**src/design/alp_pkg.sv**
```systemverilog
// ---------------------------------------------------------------------------
// alp_pkg: shared definitions for the address lease pool
// Message, destination and reply codes, entry status codes, register indexes and reset values.
// ---------------------------------------------------------------------------
`default_nettype none

package alp_pkg;

   // Default sizes handed to the top level.
   localparam int POOL_DEPTH_DEF  = 1024;
   localparam int CLIENT_BITS_DEF = 16;

   // Configuration register indexes.
   localparam logic [1:0] CSR_POOL_SIZE     = 2'd0;
   localparam logic [1:0] CSR_DEFAULT_LEASE = 2'd1;
   localparam logic [1:0] CSR_MAX_LEASE     = 2'd2;
   localparam logic [1:0] CSR_MIN_LEASE     = 2'd3;

   // Register reset values.
   localparam logic [10:0] POOL_SIZE_RST     = 11'd1024;
   localparam logic [30:0] DEFAULT_LEASE_RST = 31'd3600;
   localparam logic [30:0] MAX_LEASE_RST     = 31'd86400;
   localparam logic [30:0] MIN_LEASE_RST     = 31'd60;

   // Destination codes.
   localparam logic [1:0] DEST_THIS  = 2'd0;
   localparam logic [1:0] DEST_BCAST = 2'd1;

   // Message kinds.
   localparam logic [1:0] KIND_DISCOVER = 2'd0;
   localparam logic [1:0] KIND_REQUEST  = 2'd1;

   // Reply kinds.
   localparam logic [1:0] REPLY_OFFER = 2'd0;
   localparam logic [1:0] REPLY_ACK   = 2'd1;
   localparam logic [1:0] REPLY_NAK   = 2'd2;

   // Entry status codes.
   localparam logic [1:0] ST_FREE = 2'd0;
   localparam logic [1:0] ST_PEND = 2'd1;
   localparam logic [1:0] ST_BUSY = 2'd2;
   localparam logic [1:0] ST_EXP  = 2'd3;

   // Classification of one entry after its expiry check.
   typedef struct packed {
      logic owned;
      logic is_free;
      logic is_expired;
      logic dirty;
   } alp_eval_type;

endpackage

`default_nettype wire

```
**src/design/alp_entry_eval.sv**
```systemverilog
// ---------------------------------------------------------------------------
// alp_entry_eval: expiry check and classification of one pool entry
// Applies the expiry rule to an entry read from the pool, optionally frees
// a pending entry of the client, and reports how the entry classifies.
// ---------------------------------------------------------------------------
`default_nettype none

module alp_entry_eval #(
   parameter int CLIENT_BITS = 16
) (
   input  wire logic [1:0]             status,
   input  wire logic [31:0]            expiry,
   input  wire logic [CLIENT_BITS-1:0] owner,
   input  wire logic [30:0]            now,
   input  wire logic [CLIENT_BITS-1:0] who,
   input  wire logic                   drop_pending,
   output logic [1:0]                  post_status,
   output logic [31:0]                 post_expiry,
   output logic [CLIENT_BITS-1:0]      post_owner,
   output alp_pkg::alp_eval_type       flags
);
   import alp_pkg::*;

   logic hit;
   logic owned;
   logic drop;

   // An entry expires when its nonzero expiry is at or before the time.
   assign hit = (expiry != 32'd0) && (expiry <= {1'b0, now});

   always_comb begin
      post_status = status;
      post_expiry = expiry;
      post_owner  = owner;
      if (hit) begin
         post_expiry = 32'd0;
         if (status == ST_PEND) begin
            post_status = ST_FREE;
            post_owner  = '0;
         end else begin
            post_status = ST_EXP;
         end
      end

      owned = (post_owner != '0) && (post_owner == who);
      drop  = drop_pending && owned && (post_status == ST_PEND);

      // A request to another server releases the client's pending entries.
      if (drop) begin
         post_status = ST_FREE;
         post_expiry = 32'd0;
         post_owner  = '0;
      end

      flags.owned      = owned && !drop;
      flags.is_free    = (post_status == ST_FREE);
      flags.is_expired = (post_status == ST_EXP);
      flags.dirty      = hit || drop;
   end

endmodule

`default_nettype wire

```
**config.mk**
```make
export PLATFORM = sky130hd
export DESIGN_NAME = alp_entry_eval
export DESIGN_NICKNAME = d
export VERILOG_FILES = /design/src/design/alp_pkg.sv /design/src/design/alp_entry_eval.sv
export SDC_FILE = /design/constraint.sdc
export NUM_CORES = 1
export LEC_CHECK = 0
export ABC_AREA = 1
export BUFFER_PORTS_ARGS = -buffer_cell sky130_fd_sc_hd__buf_2
export CAP_MARGIN = 20
export CORE_MARGIN = 3
export CORE_UTILIZATION = 46
export DETAILED_ROUTE_END_ITERATION = 6
export GPL_TIMING_DRIVEN = 0
export PLACE_DENSITY = 0.9
export SLEW_MARGIN = 30
export SYNTH_ARGS = -nofsm -noshare
export SYNTH_HDL_FRONTEND = slang
export SYNTH_SLANG_ARGS = --single-unit
```
**constraint.sdc**
```tcl
create_clock -name vclk -period 10.7
set_input_delay 2.14 -clock vclk [all_inputs]
set_output_delay 2.14 -clock vclk [all_outputs]
set_load 0.03 [all_outputs]
```
# ---- Word level (Yosys, flattened, before mapping)
# Index checks and enable logic that the tools add are counted.
# W data, S select, Z words.
dict set report totals {
  output_inout_bits 54
  memories 0
  latch_bits 0
  regBits 0
  rom_bits 0
  wordCells 23
  ramBits 0
}
dict set report classes {
  reduce_logical 10
  bitwise 0
  n_mul 0
  n_eq_ne 4
  n_addsub 0
  n_div 0
  mux 8
  shift 0
  magnitude_cmp 1
}
# operator count
set ops {}
lappend ops {{$mux W32} 2}
lappend ops {{$mux W16} 3}
lappend ops {{$le A32 B31 Y1} 1}
lappend ops {{$reduce_bool A32 Y1} 1}
lappend ops {{$eq A16 B16 Y1} 1}
lappend ops {{$reduce_bool A16 Y1} 1}
lappend ops {{$mux W2} 3}
lappend ops {{$logic_and A1 B1 Y1} 5}
lappend ops {{$eq A2 B1 Y1 const B} 2}
lappend ops {{$eq A2 B2 Y1 const B} 1}
lappend ops {{$logic_not A2 Y1} 1}
lappend ops {{$logic_not A1 Y1} 1}
lappend ops {{$logic_or A1 B1 Y1} 1}

# ---- Logic depth before layout (Yosys ltp)
dict set report logic_depth {
  depth_word 9
  mapped_depth 27
  ltp_nobuf 25
}

# ---- Worst setup path after synthesis
# OpenSTA, ideal clock, no wires.
dict set report synth_path {
  path_type {input-to-output}
  from {input port now[29]}
  to {output port flags[3] (netlist bit)}
  path_slack_ns 3.859
  arrival_ns 4.701
  n_path_buf 1
  required_ns 8.560
  stages 16
  cell_sequence {inv_1 ha_1 inv_1 nor4_2 and2b_1 nand2_1 nand2_2 nand3_4 buf_8 nand2_1 nand2_1 nand2_1 nand2_1 nor2_1 nand3_1 nor4_1}
}
# element line_no
set synth_rtl {}
lappend synth_rtl {{start: declaration} alp_entry_eval.sv:14} ;# input wire logic [30:0] now,
lappend synth_rtl {{end: declaration} alp_entry_eval.sv:20} ;# output alp_pkg::alp_eval_type flags

# ---- Worst setup path in the final report
dict set report layout_path {
  from {input port expiry[15]}
  to {output port post_expiry[12]}
}
dict set report layout_via {
  elab_chain_cells 8
  word_cells_on_any_way 13
}
# element line_no
set layout_rtl {}
lappend layout_rtl {{start: declaration} alp_entry_eval.sv:12} ;# input wire logic [31:0] expiry,
lappend layout_rtl {{$le A32 B31 Y1 or $reduce_bool A32 Y1 (tied branches)} alp_entry_eval.sv:29} ;# assign hit = (expiry != 32'd0) && (expiry <= {1'b0, now});
lappend layout_rtl {{$logic_and A1 B1 Y1 (*)} alp_entry_eval.sv:29}
lappend layout_rtl {{$mux W16} alp_entry_eval.sv:35} ;# if (hit) begin
lappend layout_rtl {{$eq A16 B16 Y1 or $reduce_bool A16 Y1 (tied branches)} alp_entry_eval.sv:45} ;# owned = (post_owner != '0) && (post_owner == who);
lappend layout_rtl {{$logic_and A1 B1 Y1} alp_entry_eval.sv:45}
lappend layout_rtl {{$logic_and A1 B1 Y1 (2 in a row)} alp_entry_eval.sv:46} ;# drop = drop_pending && owned && (post_status == ST_PEND);
lappend layout_rtl {{$mux W32 (*)} alp_entry_eval.sv:49} ;# if (drop) begin
lappend layout_rtl {{end: declaration} alp_entry_eval.sv:18} ;# output logic [31:0] post_expiry,
# Mark *: on every way between the ends. The rest lies on a longest branch, timed or not.

==> results.md <==
* RSZ-0062 raised after global routing: false
* Nets at 637
* Register area at 0 um2
* DRC at 0
* Total gr overflow at 0
* Total nets after synthesis at 483
* Initial antenna violation count at 0
* PostCTS Resize Cnt at 0
* Commonest non-fill, non-tap cell in the layout: buf_2
* Initial Util at 0.4829
* Cells after Synth at 354
* Critical path peak fanout at 10
* Hold-fix buffers, CTS at 0
* VDD IR max at 0.00002499 V
* Total Die Area at 0.005046 mm2
* Vias per cell at 4.914
* Site row count at 23
* Util after Layout at 0.6873
* Leak Pwr at 0.001881 uW
* Hold Crit Depth at 4
* YS warnings at 0
* Total I/O pin count at 152
* Worst hold path class: input port to output pin
* Setup Crit Path Kind: input port to output pin
* Data required time of the worst path at 8.56 ns
* Crit path launch type: input port
* Rel. slew slack at 0.5128
* Die height at 71.04 um
* Dpl hpwl at 5632 um
* Pre-Repair DR Iteration Count at 4
* Largest cells by area after synthesis: ha_1, inv_1, nand2_1, nor2_1, a21oi_1
* Count of different cell masters after synthesis at 29
* CLK BUF at 0
* Layout cells sized above 1 at 0.3794
* Final RePlAce weighted congestion at 0.9164
* Crit path DAT at 4.81 ns
* Final period util at 0.6493
* Worst setup path end: post_expiry[12]
* Cell area after synthesis at 0.001946 mm2
* Max Fclk at 0.1439 GHz
* Post-synthesis average cell area at 5.496 um2
* Initial drt markers at 91
* Hold Vio Cnt, Final at 0
* First-pass GRT wire length at 10490 um
* Final setup viols at 0
* CP Capture Type: output pin
* Smallest hold slack at 4.655 ns
* Register area share after synthesis at 0
* Core area at 0.004029 mm2
* Top-area cell type share of the netlist area at 0.1994
* Largest net degree at the start of global routing at 11
* Vias in the first global route at 2636
* Total GRT Usage at 0.2395
* ANT nets after route at 0
* Max-Cap Viols at 0
* Fin Setup TNS at 0 ns
* Worst slew pin tran at 0.7307 ns
* I/O Buffers at 152
* Area growth from synthesis to final layout at 42.32%
* Antenna diodes at 0
* Yosys top cell by area: ha_1
* Worst Setup SP: expiry[15]
* WL final at 6262 um
* Pins over their slew limit at 0
* Outcome: finished, final reports clean
* Post-CTS setup buffers at 0
* Multi-input gate area at 0.001501 mm2
* Most frequent cells in the layout: buf_2, inv_1, nand2_1
* Via count at 2732
* FFs & Latches at 0
* Die W at 71.04 um
* Final min period at 6.947 ns
* Filler cells at 381
* Pwr dens at 49.00 mW/mm2
* Routed WL per cell at 11.26 um
-- power by group --
part           total, uW  internal (uW)  switching, uW
clock network          0              0              0
logic                136           49.5           86.1
registers              0              0              0
-- cell type report --
type,instances,share of cell area
multi-input cells,255,0.5422
repair buffers,152,0.2747
inverters,90,0.1220
plain buffers,9,0.03841
well taps,50,0.02259
-- kinds of logic (layout without fill, tap and decap cells) --
kind of cell,Yosys count,count (layout),share of synthesized area
simple gates,182,182,0.4328
buf+inv,99,251,0.2283
fa+ha+maj,31,31,0.1994
compound gates,41,41,0.1350
xor+xnor,1,1,0.004502
-- through the flow --
stage | setup slack (ns) | total power [uW] | std cells | cell area, um2
finish | 3.753 | 135.7 | 556 | 2769
global route | 3.478 | 150.9 | 556 | 2769
CTS | 3.765 | 136.3 | 556 | 2769
detailed placement | 3.772 | 135.7 | 556 | 2769
global placement | 3.800 | 131.8 | 556 | 2769
floorplan | 3.859 | 88.39 | 354 | 1946
-- how the worst min path moves through the flow --
stage / start / endpoint / slack, ns
2_1_floorplan: owner[11] / post_owner[11] / 4.41
3_3_place_gp: expiry[17] / post_expiry[17] / 4.65
3_5_place_dp: expiry[3] / post_expiry[3] / 4.66
4_1_cts: expiry[3] / post_expiry[3] / 4.66
5_1_grt: expiry[6] / post_expiry[6] / 4.68
6_report: expiry[21] / post_expiry[21] / 4.65
-- synthesized netlist by cell type --
master and n:
a21oi_2 10, ha_1 31, a21o_1 1, inv_1 89
nand3_1 15, o21ai_0 4, nor4_1 3, nand3b_1 4
nand3_2 1, nor2b_4 1, buf_8 2, inv_2 1
o41ai_1 4, nor4_2 1, nand4_1 11, nand2_2 5
buf_12 1, a21oi_1 21, nand2_1 87, nand3_4 1
nor2_2 11, nand2_4 1, buf_6 4, clkbuf_1 1
o21a_1 1, xor2_1 1, and2b_1 1, nor2_1 40
buf_4 1
-- layer usage --
| layer | share of wire | up-vias | GRT usage |
|---|---|---|---|
| li1 | - | 1405 | - |
| met1 | 0.38 | 1180 | 0.2646 |
| met2 | 0.52 | 129 | 0.4830 |
| met3 | 0.076 | 18 | 0.01563 |
| met4 | 0.024 | 0 | 0.06263 |
| met5 | 0 | - | 0 |
-- critical path, stage by stage --
cell and delay [ns]:
buf_2 0.11, ha_1 0.30, a21oi_1 0.14, o21ai_0 0.09, a21oi_1 0.18, nand2_1 0.09
nand2_1 0.06, nand2_1 0.05, nand2_2 0.08, nand3_4 0.14, buf_8 0.19, nand2_2 0.07
nand2_1 0.05, nand2_1 0.05, nand2_1 0.05, nor2_1 0.13, nand2_1 0.07, nor2_1 0.13
nand3_2 0.14, nand2_4 0.16, buf_6 0.16, nor2_1 0.06, buf_2 0.17
No activity file was read; power rests on OpenSTA's default activity.
